### config.mk
export PLATFORM = sky130hd
export DESIGN_NAME = ugcd_ctrl
export DESIGN_NICKNAME = d
export VERILOG_FILES = /design/src/rtl/undirected_graph_cycle_detect_defines.svh /design/src/rtl/ugcd_pkg.sv /design/src/rtl/ugcd_ctrl.sv
export SDC_FILE = /design/constraint.sdc
export NUM_CORES = 1
export LEC_CHECK = 0
export BUFFER_PORTS_ARGS = -buffer_cell sky130_fd_sc_hd__buf_4
export CAP_MARGIN = 25
export CORE_UTILIZATION = 40
export DETAILED_ROUTE_END_ITERATION = 8
export PLACE_DENSITY = 0.73
export SLEW_MARGIN = 20
export SYNTH_ARGS = -nofsm -noshare
export SYNTH_HDL_FRONTEND = slang
export SYNTH_SLANG_ARGS = --single-unit
### constraint.sdc
create_clock -name i_clk -period 1.4 [get_ports i_clk]
set_input_delay 0.07 -clock i_clk [delete_from_list [all_inputs] [get_ports i_clk]]
set_output_delay 0.07 -clock i_clk [all_outputs]
set_load 0.1 [all_outputs]
### src/rtl/undirected_graph_cycle_detect_defines.svh
`ifndef UNDIRECTED_GRAPH_CYCLE_DETECT_DEFINES_SVH
`define UNDIRECTED_GRAPH_CYCLE_DETECT_DEFINES_SVH

// same-cycle implication, checked outside reset
`define UGCD_ASSERT_IMP(lbl, clk, rst_n, ante, cons, msg) \
    lbl: assert property (@(posedge clk) disable iff (!rst_n) (ante) |-> (cons)) \
        else $error(msg);

// next-cycle implication, checked outside reset
`define UGCD_ASSERT_NXT(lbl, clk, rst_n, ante, cons, msg) \
    lbl: assert property (@(posedge clk) disable iff (!rst_n) (ante) |=> (cons)) \
        else $error(msg);

`endif

### src/rtl/ugcd_pkg.sv
`timescale 1ns / 1ps

package ugcd_pkg;

    // fixed field widths
    localparam int CMD_W = 2;
    localparam int VTX_W = 6;
    localparam int CNT_W = 7;

    localparam int MAX_VERTICES_DEF = 64;
    localparam logic [CNT_W-1:0] VC_RESET = 7'd64;

    // item commands, code 3 is unused
    typedef enum logic [CMD_W-1:0] {
        CMD_ADD   = 2'd0,
        CMD_CHECK = 2'd1,
        CMD_CLEAR = 2'd2
    } t_cmd;

    typedef enum logic [3:0] {
        S_IDLE,
        S_ADD_RD_A,
        S_ADD_WR_A,
        S_ADD_RD_B,
        S_ADD_WR_B,
        S_CHK_INIT,
        S_ROOT,
        S_LOAD,
        S_SCAN,
        S_POP,
        S_DONE
    } t_state;

    // controller to datapath
    typedef struct packed {
        logic cap;
        logic clear_graph;
        logic add_wr;
        logic add_sel;
        logic chk_init;
        logic root_inc;
        logic root_start;
        logic load_row;
        logic scan_skip;
        logic scan_push;
        logic scan_pop;
        logic pop_load;
        logic res_load;
        logic res_value;
    } t_dp_cmd;

    // datapath to controller
    typedef struct packed {
        logic add_ok;
        logic root_end;
        logic root_visited;
        logic scan_end;
        logic depth_zero;
        logic bit_set;
        logic bit_visited;
        logic is_parent;
        logic out_full;
    } t_dp_sts;

endpackage

### src/rtl/ugcd_ctrl.sv
`timescale 1ns / 1ps

module ugcd_ctrl
    import ugcd_pkg::*;
(
    input  logic             i_clk,
    input  logic             i_rst_n,
    input  logic             i_valid,
    input  logic [CMD_W-1:0] i_cmd,
    output logic             o_stall,
    input  t_dp_sts          i_sts,
    output t_dp_cmd          o_cmd
);

    t_state r_state, n_state;
    logic   r_found, n_found;

    // state register
    always_ff @(posedge i_clk) begin
        if (!i_rst_n) begin
            r_state <= S_IDLE;
            r_found <= 1'b0;
        end else begin
            r_state <= n_state;
            r_found <= n_found;
        end
    end

    assign o_stall = (r_state != S_IDLE);

    // next state and datapath commands
    always_comb begin
        n_state = r_state;
        n_found = r_found;
        o_cmd   = '0;
        unique case (r_state)
            S_IDLE: begin
                if (i_valid) begin
                    o_cmd.cap = 1'b1;
                    unique case (t_cmd'(i_cmd))
                        CMD_ADD:   n_state = S_ADD_RD_A;
                        CMD_CHECK: n_state = S_CHK_INIT;
                        CMD_CLEAR: o_cmd.clear_graph = 1'b1;
                        default:   n_state = S_IDLE;
                    endcase
                end
            end
            S_ADD_RD_A: begin
                if (i_sts.add_ok) begin
                    n_state = S_ADD_WR_A;
                end else begin
                    n_state = S_IDLE;
                end
            end
            S_ADD_WR_A: begin
                o_cmd.add_wr = 1'b1;
                n_state      = S_ADD_RD_B;
            end
            S_ADD_RD_B: begin
                o_cmd.add_sel = 1'b1;
                n_state       = S_ADD_WR_B;
            end
            S_ADD_WR_B: begin
                o_cmd.add_wr  = 1'b1;
                o_cmd.add_sel = 1'b1;
                n_state       = S_IDLE;
            end
            S_CHK_INIT: begin
                o_cmd.chk_init = 1'b1;
                n_state        = S_ROOT;
            end
            S_ROOT: begin
                if (i_sts.root_end) begin
                    n_found = 1'b0;
                    n_state = S_DONE;
                end else if (i_sts.root_visited) begin
                    o_cmd.root_inc = 1'b1;
                end else begin
                    o_cmd.root_start = 1'b1;
                    n_state          = S_LOAD;
                end
            end
            S_LOAD: begin
                o_cmd.load_row = 1'b1;
                n_state        = S_SCAN;
            end
            S_SCAN: begin
                if (i_sts.scan_end) begin
                    if (i_sts.depth_zero) begin
                        o_cmd.root_inc = 1'b1;
                        n_state        = S_ROOT;
                    end else begin
                        o_cmd.scan_pop = 1'b1;
                        n_state        = S_POP;
                    end
                end else if (!i_sts.bit_set) begin
                    o_cmd.scan_skip = 1'b1;
                end else if (!i_sts.bit_visited) begin
                    o_cmd.scan_push = 1'b1;
                    n_state         = S_LOAD;
                end else if (!i_sts.is_parent) begin
                    n_found = 1'b1;
                    n_state = S_DONE;
                end else begin
                    o_cmd.scan_skip = 1'b1;
                end
            end
            S_POP: begin
                o_cmd.pop_load = 1'b1;
                n_state        = S_LOAD;
            end
            S_DONE: begin
                if (!i_sts.out_full) begin
                    o_cmd.res_load  = 1'b1;
                    o_cmd.res_value = r_found;
                    n_state         = S_IDLE;
                end
            end
        endcase
    end

endmodule

==> impl_metrics.json, run 1 <==
{
  "ys_types": 33,
  "synth_area_leaders": "dfxtp_1 (17%), a21oi_1 (7.4%), nor2_1 (6.2%)",
  "clk_path_buf_depth": 2,
  "num_rows": 13,
  "start_util": 0.449,
  "synth-async-reset-ratio": 0,
  "routabilityCongestion": 0.919,
  "cts_resized": 67,
  "avgSynthCellArea_um2": 6.65,
  "die_y_um": 40.9,
  "portBuffers": 28,
  "syn-num-nets": 105,
  "outcome": "aborted with a tool error",
  "synth_area_um2": 606,
  "error_line": "[ERROR DPL-0038] Utilization greater than 100%, impossible to legalize",
  "synth_edf_count": 0,
  "hpwl_um": 1760,
  "lastStage": "4_1_cts",
  "htreeDepth": 1,
  "yosysTopAreaCell": "dfxtp_1",
  "ys_ff_latch": 5,
  "cts_buffers": 3,
  "io_pins": 29,
  "root_buffer": "clkbuf_4",
  "ys_seq_area_frac": 0.165,
  "syn_inst": 91,
  "die_w_um": 40.9,
  "yosys_warnings": 0,
  "synth_top_area_share": 0.165,
  "cts.sinks": 5,
  "synthFlopType": "dfxtp_1",
  "hold_buffers": 0,
  "post-cts-setup-buffer-count": 7
}
[Yosys cell counts, types with 2 or more instances]
library cell and n:
dfxtp_1 5, inv_1 4, o211ai_1 2, nand3_1 3
o21a_1 3, or4b_1 2, o21ai_0 4, nand2b_1 3
a21oi_1 9, nand2_1 9, clkbuf_1 4, nor2_1 10
and2_1 2, nor3_1 4, and3_1 3, nor3b_1 4
buf_2 3, nand4b_1 2
[logic make-up after synthesis]
family,share of synthesized area
AND/OR/NAND/NOR,0.434
AO/OA/AOI/OAI,0.281
buffers and inverters,0.0868
flip-flops,0.165
XOR/XNOR,0.0145
multiplexers,0.0186
[stage by stage]
stage | area (µm²) | hold WS (ps) | worst slack [ps] | std cells
after detailed placement | 1090 | 318 | -137 | 150
after global placement | 1090 | 316 | -156 | 150
after floorplan | 773 | 188 | -904 | 91
==> run 2: changes to the inputs <==
--- a/config.mk
+++ b/config.mk
@@ -7,9 +7,10 @@
 export LEC_CHECK = 0
 export BUFFER_PORTS_ARGS = -buffer_cell sky130_fd_sc_hd__buf_4
 export CAP_MARGIN = 25
-export CORE_UTILIZATION = 40
+export CORE_AREA = 2 2 63 65
 export DETAILED_ROUTE_END_ITERATION = 8
-export PLACE_DENSITY = 0.73
+export DIE_AREA = 0 0 65 67
+export PLACE_DENSITY_LB_ADDON = 0.15
 export SLEW_MARGIN = 20
 export SYNTH_ARGS = -nofsm -noshare
 export SYNTH_HDL_FRONTEND = slang
==> constraint.sdc (replaced) <==
create_clock -name i_clk -period 1.8 [get_ports i_clk]
set_input_delay 0.09 -clock i_clk [delete_from_list [all_inputs] [get_ports i_clk]]
set_output_delay 0.09 -clock i_clk [all_outputs]
set_load 0.1 [all_outputs]
==> run 2 against run 1 <==
Effect of this change:
- the flow now finishes without violations
- synthesized cell count stayed put
- area after synthesis stayed put
==> impl_metrics.json, run 2 <==
{
  "power.leakage_nw": 0.444,
  "seqPwrFrac": 0.224,
  "power_mw": 0.552,
  "worstPathMaxFanout": 13,
  "rrSetupSlack_ps": 160,
  "worstSkewPairLatency_ps": 220,
  "hold_path_end": "r_state[1]$_SDFFE_PN0P_",
  "num_rows": 22,
  "routabilityCongestion": 0.718,
  "timing.final.hold_violations": 0,
  "vias": 786,
  "r2r-start": "r_state[0]$_SDFFE_PN0P_",
  "yosysTopAreaCell": "dfxtp_1",
  "cap_viol_max_count": 0,
  "portBuffers": 28,
  "layout_commonest_cell": "buf_4",
  "fin_crit_sh": 0.955,
  "post-synth-top-count-cell": "nor2_1",
  "antenna_found_initial": 0,
  "synth_area_leaders": "dfxtp_1 (17%), a21oi_1 (7.4%), nor2_1 (6.2%)",
  "ys_top_cells_by_count": "nor2_1 (10), a21oi_1 (9), nand2_1 (9)",
  "synth-compound-area-share": 0.281,
  "fin_area_um2": 1060,
  "root_buffer": "clkbuf_8",
  "drcViolationCount": 0,
  "critPathLaunchType": "register",
  "overflow": 0,
  "p_comb_frac": 0.391,
  "largest-register": "r_state",
  "p_int_mw": 0.343,
  "worst_slack_ps": 80.2,
  "vdd_ir_drop_max_mv": 0.279,
  "die_w_um": 65,
  "rsz0062_at_grt": "true",
  "drive_above_1_share": 0.455,
  "crit_arrival_ps": 1630,
  "dieArea_um2": 4360,
  "outcome": "finished clean",
  "avgSynthCellArea_um2": 6.65,
  "synth_edf_count": 0,
  "io_pins": 29,
  "pwr-share-clk": 0.385,
  "place_ws_ps": 200,
  "p_switching_mw": 0.208,
  "grt_max_degree": 14,
  "track_usage": 0.102,
  "grt_pass1_wl_um": 3390,
  "die_y_um": 67,
  "dp.cells": 166,
  "synth_mux_area_frac": 0.0186,
  "fin_skew_ps": 1.02,
  "synthAdderAreaFrac": 0,
  "grt_pass1_vias": 735,
  "layout_common_cells": "buf_4 (31), nand2_1 (9), a21oi_1 (9), nor2_1 (6), buf_6 (5)",
  "syn_to_final_growth_pct": 74.6,
  "slew_headroom": 0.736,
  "n_antenna_cell": 0,
  "vias_per_cell": 4.60,
  "coreArea_um2": 3610,
  "hpwl_um": 1710,
  "clk_path_buf_depth": 2,
  "hold_path_depth": 2,
  "synth_area_um2": 606,
  "worstHoldStart": "i_rst_n",
  "cts_tree": "yes",
  "wl_um": 2100,
  "place_area_um2": 985,
  "drt-pass1-iter-count": 4,
  "ff2ff_path_depth": 5,
  "antenna_left": 0,
  "drv_slew": 0,
  "cp.required_ps": 1710,
  "fin_util": 0.293,
  "fin_crit_ps": 1720,
  "ys_seq_area_frac": 0.165,
  "worstSetupPathType": "register to output port",
  "reg_top3": "r_state (4), r_found (1)",
  "powerDensity_nw_per_um2": 522,
  "start_util": 0.168,
  "fmax_mhz": 581,
  "wl_per_cell_um": 12.3,
  "drt_iter0_drc": 36,
  "synth-xor-area-share": 0.0145,
  "cts_buffers": 3,
  "synthFlopType": "dfxtp_1",
  "setup_violations": 0,
  "syn_inst": 91,
  "cts.sinks": 5,
  "tightest_slew_ps": 395,
  "layout.nets": 138,
  "ys_ff_latch": 5,
  "switching_share": 0.378,
  "regToRegEndpoint": "r_state[1]$_SDFFE_PN0P_",
  "fin_cells": 171,
  "clkTransAtPathRegs_ps": 40,
  "ys_types": 33,
  "endpoint_kind": "output port",
  "synth-async-reset-ratio": 0,
  "largest_reg_flops": 4,
  "htreeDepth": 1,
  "synth_top_area_share": 0.165,
  "synth_top_family_by_area": "simple AND/OR/NAND/NOR gates",
  "syn-num-nets": 105,
  "synth_simple_gate_area_share": 0.434,
  "hp-class": "input port to register",
  "yosys_warnings": 0
}
[run 2: cell counts after synthesis]
Identical to the previous run, type by type.
[run 2: repair_timing]
action	in CTS	in global routing
setup endpoints to repair	1	6
gates resized for setup	1	5
buffers inserted	0	1
pin swaps	0	1
hold buffers	0	0
gates cloned	0	0
[run 2: layout make-up]
type | count | area [µm²]
well taps | 48 | 60.1
flip-flops and latches | 5 | 101
clock buffers | 4 | 45.0
multi-input cells | 74 | 547
fillers | 396 | 2550
repair buffers | 36 | 289
inverters | 4 | 15.0
[run 2: logic make-up after synthesis]
logic type / Yosys count
XOR/XNOR: 1
multiplexers: 1
flip-flops: 5
AO/OA/AOI/OAI: 25
AND/OR/NAND/NOR: 47
buffers and inverters: 12
[run 2: power groups by stage]
| stage | sequential [mW] | combinational, mW | clock, mW |
|---|---|---|---|
| 6_report | 0.124 | 0.216 | 0.212 |
| 5_1_grt | 0.125 | 0.231 | 0.227 |
| 4_1_cts | 0.123 | 0.216 | 0.218 |
| 3_5_place_dp | 0.125 | 0.214 | 0 |
| 3_3_place_gp | 0.125 | 0.214 | 0 |
| 2_1_floorplan | 0.118 | 0.157 | 0 |
[run 2: metrics by stage]
step	hold slack (ps)	TNS [ps]
2_1_floorplan	208	-1980
3_3_place_gp	342	0
4_1_cts	119	0
6_report	121	0
5_1_grt	130	-13.5
3_5_place_dp	348	0
[run 2: metal layers]
| metal | GRT usage | vias up | wire length [µm] |
|---|---|---|---|
| li1 | - | 392 | - |
| met1 | 0.120 | 370 | 957 |
| met2 | 0.177 | 22 | 997 |
| met3 | 0.0287 | 2 | 124 |
| met4 | 0.0399 | 0 | 19 |
| met5 | 0 | - | 0 |
[run 2: worst max-delay path: stages (launching register included)]
cell	delay (ps)
dfxtp_1	420
nor2_1	310
nand3_1	190
nor3_4	180
buf_4	300
[run 2: worst max path at each step]
stage	cells past startpoint	end	slack, ps	from
after floorplan	4	o_cmd[0]	-520	r_state[0]$_SDFFE_PN0P_
after global placement	5	r_state[1]$_SDFFE_PN0P_	210	r_state[0]$_SDFFE_PN0P_
after detailed placement	5	r_state[1]$_SDFFE_PN0P_	200	r_state[0]$_SDFFE_PN0P_
after CTS	4	o_cmd[0]	8	r_state[3]$_SDFFE_PN0P_
after global routing	4	o_cmd[7]	-10	r_state[0]$_SDFFE_PN0P_
final	4	o_cmd[7]	80	r_state[0]$_SDFFE_PN0P_
Power figures use the tool's default switching activity.
==> run 3: changes to the inputs <==
--- a/config.mk
+++ b/config.mk
@@ -11,6 +11,7 @@
 export DETAILED_ROUTE_END_ITERATION = 8
 export DIE_AREA = 0 0 65 67
 export PLACE_DENSITY_LB_ADDON = 0.15
+export RECOVER_POWER = 25
 export SLEW_MARGIN = 20
 export SYNTH_ARGS = -nofsm -noshare
 export SYNTH_HDL_FRONTEND = slang
==> run 3 against run 2 <==
Effect of this change:
- utilization fell by 0.069 points
- sequential power about the same
- register-to-register slack about the same
- via count unchanged
- maximum frequency is the same
- power fell by 0.36%
- final cell count unchanged
- clock power about the same
- final area is 0.24% lower
- combinational power barely moved
- non-clock buffer count unchanged
- clock skew unchanged
- critical path type unchanged
- critical endpoint unchanged
- largest power group unchanged
- highest routed layer unchanged
==> impl_metrics.json, run 3 (synthesized netlist as in run 2, its figures left out) <==
{
  "seqPwrFrac": 0.225,
  "drive_above_1_share": 0.455,
  "track_usage": 0.102,
  "drt_iter0_drc": 36,
  "routabilityCongestion": 0.718,
  "slowest_stage": "dfxtp_1",
  "worstSkewPairLatency_ps": 220,
  "coreArea_um2": 3610,
  "reg_top3": "r_state (4), r_found (1)",
  "largest-register": "r_state",
  "drt-pass1-iter-count": 4,
  "cts_tree": "yes",
  "grt_max_degree": 14,
  "cap_viol_max_count": 0,
  "wl_per_cell_um": 12.3,
  "n_antenna_cell": 0,
  "grt_pass1_vias": 735,
  "endpoint_kind": "output port",
  "syn_to_final_growth_pct": 74.2,
  "largest_reg_flops": 4,
  "worstHoldStart": "i_rst_n",
  "fmax_mhz": 581,
  "powerDensity_nw_per_um2": 521,
  "p_switching_mw": 0.208,
  "hold_path_end": "r_state[1]$_SDFFE_PN0P_",
  "layout.nets": 138,
  "fin_crit_sh": 0.955,
  "worstSetupPathType": "register to output port",
  "die_y_um": 67,
  "fin_skew_ps": 1.02,
  "hpwl_um": 1710,
  "pwr-share-clk": 0.386,
  "layout_commonest_cell": "buf_4",
  "root_buffer": "clkbuf_8",
  "crit_arrival_ps": 1630,
  "ff2ff_path_depth": 5,
  "hold_buffers": 0,
  "p_comb_frac": 0.389,
  "vias_per_cell": 4.60,
  "vdd_ir_drop_max_mv": 0.273,
  "wl_um": 2100,
  "hp-class": "input port to register",
  "timing.final.hold_violations": 0,
  "drcViolationCount": 0,
  "die_w_um": 65,
  "power.leakage_nw": 0.444,
  "clk_path_buf_depth": 2,
  "power_mw": 0.550,
  "setup_violations": 0,
  "start_util": 0.168,
  "cp.required_ps": 1710,
  "io_pins": 29,
  "dieArea_um2": 4360,
  "overflow": 0,
  "p_int_mw": 0.342,
  "place_ws_ps": 200,
  "critPathLaunchType": "register",
  "vias": 786,
  "rrSetupSlack_ps": 160,
  "tightest_slew_ps": 484,
  "portBuffers": 28,
  "rsz0062_at_grt": "true",
  "cts_buffers": 3,
  "cts.sinks": 5,
  "r2r-start": "r_state[0]$_SDFFE_PN0P_",
  "layout_common_cells": "buf_4 (30), nand2_1 (9), a21oi_1 (9), nor2_1 (6), buf_6 (5)",
  "hold_slack_ps": 121,
  "worstPathMaxFanout": 13,
  "slew_headroom": 0.680,
  "num_rows": 22,
  "outcome": "finished clean",
  "antenna_left": 0,
  "drv_slew": 0,
  "antenna_found_initial": 0,
  "worst_slack_ps": 80.2,
  "hold_path_depth": 2,
  "clkTransAtPathRegs_ps": 40,
  "htreeDepth": 1,
  "cpPeakStageDelay_ps": 420,
  "regToRegEndpoint": "r_state[1]$_SDFFE_PN0P_",
  "fin_crit_ps": 1720,
  "startpoint": "r_state[0]$_SDFFE_PN0P_",
  "grt_pass1_wl_um": 3390,
  "path_cells": "nor2_1, nand3_1, nor3_4, buf_4",
  "switching_share": 0.379
}
## run 3: cell types whose count changed in the layout (fill, tap and decap cells not counted)
cell / before / now
buf_4: 31 / 30
buf_2: 0 / 1
## run 3: what timing repair did
action / in CTS / in global routing
pin swaps: 0 / 1
resized for setup: 1 / 5
endpoints found under the setup margin: 1 / 6
buffers inserted: 0 / 1
## run 3: area by class of cell
class / instances / area, µm²
multi-input cells: 74 / 547
repair buffers: 36 / 287
flip-flops and latches: 5 / 101
inverters: 4 / 15.0
fillers: 397 / 2550
clock buffers: 4 / 45.0
well taps: 48 / 60.1
## run 3: worst max-delay path: cells and delay by family, from the launching register on
family / cells / cell delay, ps
buf+inv: 1 / 300
flops: 1 / 420
simple gates: 3 / 680
## run 3: layer usage
layer	up-vias	wire length [µm]	global-route usage
li1	392	-	-
met1	370	957	0.120
met2	22	996	0.177
met3	2	124	0.0287
met4	0	19	0.0399
met5	-	0	0
## run 3: worst max-delay path by stage
| stage | slack (ps) | end | depth (start not counted) |
|---|---|---|---|
| after global placement | 210 | r_state[1]$_SDFFE_PN0P_ | 5 |
| after detailed placement | 200 | r_state[1]$_SDFFE_PN0P_ | 5 |
| after global routing | -10 | o_cmd[7] | 4 |
| final | 80 | o_cmd[7] | 4 |
| after CTS | 8 | o_cmd[0] | 4 |
| after floorplan | -520 | o_cmd[0] | 4 |
## run 3: power groups by stage
| stage | Clock [mW] | Sequential [mW] | Combinational, mW |
|---|---|---|---|
| 3_5_place_dp | 0 | 0.125 | 0.214 |
| 2_1_floorplan | 0 | 0.118 | 0.157 |
| 4_1_cts | 0.218 | 0.123 | 0.216 |
| 6_report | 0.212 | 0.124 | 0.214 |
| 3_3_place_gp | 0 | 0.125 | 0.214 |
| 5_1_grt | 0.227 | 0.125 | 0.229 |
## run 3: metrics by stage
step / setup TNS (ps) / util / std cells / instance area (µm²)
floorplan: -1980 / - / 91 / 743
global placement: 0 / 0.273 / 166 / 985
detailed placement: 0 / 0.273 / 166 / 985
CTS: 0 / 0.287 / 170 / 1030
global route: -13.5 / 0.293 / 171 / 1050
finish: 0 / 0.293 / 171 / 1050
==> run 4: changes to the inputs <==
--- a/config.mk
+++ b/config.mk
@@ -10,8 +10,10 @@
 export CORE_AREA = 2 2 63 65
 export DETAILED_ROUTE_END_ITERATION = 8
 export DIE_AREA = 0 0 65 67
+export MAX_ROUTING_LAYER = met4
 export PLACE_DENSITY_LB_ADDON = 0.15
 export RECOVER_POWER = 25
+export REMOVE_ABC_BUFFERS = 1
 export SLEW_MARGIN = 20
 export SYNTH_ARGS = -nofsm -noshare
 export SYNTH_HDL_FRONTEND = slang
==> run 4 against run 3 <==
Effect of this change:
- sequential cell count is the same
- combinational power fell by 6%
- power decreased by 3.0%
- critical path depth is 1 higher
- first-iteration DRC count fell by 61%
- setup slack improved by 32 ps
- final area down 0.12%
- critical path type unchanged
- highest routed layer is now met3
- via count did not move
- clock skew up 4.6 ps
==> impl_metrics.json, run 4 (synthesized netlist as in run 2, its figures left out) <==
{
  "finalSetupTns_ps": 0,
  "drv_slew": 0,
  "vdd_ir_drop_max_mv": 0.320,
  "hold_buffers": 0,
  "crit_arrival_ps": 1600,
  "critPathLaunchType": "register",
  "dp.cells": 166,
  "vias": 786,
  "reg_top3": "r_state (4), r_found (1)",
  "vias_per_cell": 4.54,
  "cp.required_ps": 1710,
  "overflow": 0,
  "grt_max_degree": 15,
  "io_pins": 29,
  "layout_commonest_cell": "buf_4",
  "cts.sinks": 5,
  "place_ws_ps": 5.52,
  "htreeDepth": 1,
  "worstSetupPathType": "register to output port",
  "power_mw": 0.533,
  "syn_to_final_growth_pct": 74.0,
  "root_buffer": "clkbuf_8",
  "worst_slack_ps": 112,
  "die_w_um": 65,
  "outcome": "finished clean",
  "coreArea_um2": 3610,
  "largest_reg_flops": 4,
  "num_rows": 22,
  "routabilityCongestion": 0.824,
  "hold_slack_ps": 120,
  "grt_pass1_vias": 710,
  "antenna_found_initial": 0,
  "die_y_um": 67,
  "slew_headroom": 0.642,
  "n_antenna_cell": 0,
  "register_area_um2": 109,
  "fin_skew_ps": 5.62,
  "layout.nets": 140,
  "setup_violations": 0,
  "timing.final.hold_violations": 0,
  "portBuffers": 28,
  "powerDensity_nw_per_um2": 506,
  "wl_um": 2160,
  "hpwl_um": 1770,
  "fin_crit_sh": 0.938,
  "grt_pass1_wl_um": 3440,
  "tightest_slew_ps": 540,
  "multi_input_area_um2": 488,
  "clk_path_buf_depth": 2,
  "dieArea_um2": 4360,
  "rrSetupSlack_ps": 130,
  "wl_per_cell_um": 12.5,
  "fillCellCount": 407,
  "fin_crit_ps": 1690,
  "antenna_left": 0,
  "fmax_mhz": 592,
  "fin_cells": 173,
  "cap_viol_max_count": 0,
  "worstPathMaxFanout": 10,
  "drt-pass1-iter-count": 5,
  "clkTransAtPathRegs_ps": 40,
  "drt_iter0_drc": 14,
  "drive_above_1_share": 0.432,
  "endpoint_kind": "output port",
  "power.leakage_nw": 0.451,
  "layout_common_cells": "buf_4 (29), a21oi_1 (9), nand2_1 (8), nor2_1 (7), clkbuf_8 (5)",
  "start_util": 0.168,
  "track_usage": 0.106,
  "cts_buffers": 3,
  "drcViolationCount": 0,
  "largest-register": "r_state",
  "hp-class": "input port to register",
  "cts_tree": "yes",
  "rsz0062_at_grt": "true",
  "worstSkewPairLatency_ps": 220
}
## run 4: repair_timing
action / CTS / global route
endpoints found under the hold margin: 0 / 0
endpoints found under the setup margin: 6 / 8
gates resized for setup: 11 / 16
buffers inserted: 0 / 3
pin swaps: 1 / 3
## run 4: path summary, 6_finish.rpt
kind,start,endpoint,depth (start not counted)
max,r_state[1]$_SDFFE_PN0P_,o_cmd[3],5
min,i_rst_n,r_state[3]$_SDFFE_PN0P_,2
max reg2reg,r_state[1]$_SDFFE_PN0P_,r_state[2]$_SDFFE_PN0P_,7
min reg2reg,r_found$_SDFFE_PN0P_,r_found$_SDFFE_PN0P_,2
## run 4: area by class of cell
type | count | share of cell area
multi-input cells | 74 | 0.463
repair buffers | 38 | 0.318
flip-flops and latches | 5 | 0.103
well taps | 48 | 0.0570
clock buffers | 3 | 0.0392
inverters | 4 | 0.0143
clock inverters | 1 | 0.00475
## run 4: metal layers
layer,vias to the layer above,share of wire,track usage
met5,-,0,-
met3,0,0.055,0.0287
met4,0,0,0.0239
li1,396,-,-
met2,23,0.47,0.170
met1,367,0.48,0.134
## run 4: where the power goes
| part | internal, mW | leakage, nW | switching [mW] | total, mW |
|---|---|---|---|---|
| Clock | 0.149 | 0.0255 | 0.0592 | 0.208 |
| Combinational | 0.0701 | 0.383 | 0.131 | 0.201 |
| Sequential | 0.113 | 0.0425 | 0.0109 | 0.124 |
## run 4: stage by stage
stage               area, µm²   util
floorplan                 568      -
global placement          891  0.247
detailed placement        891  0.247
CTS                       982  0.272
global route             1050  0.292
finish                   1050  0.292
## run 4: critical path: stages, from the launching register on
cell and delay (ps):
dfxtp_4 360, buf_6 140, nor2_1 100, nand3b_1 200, nor3b_1 280, clkbuf_8 290
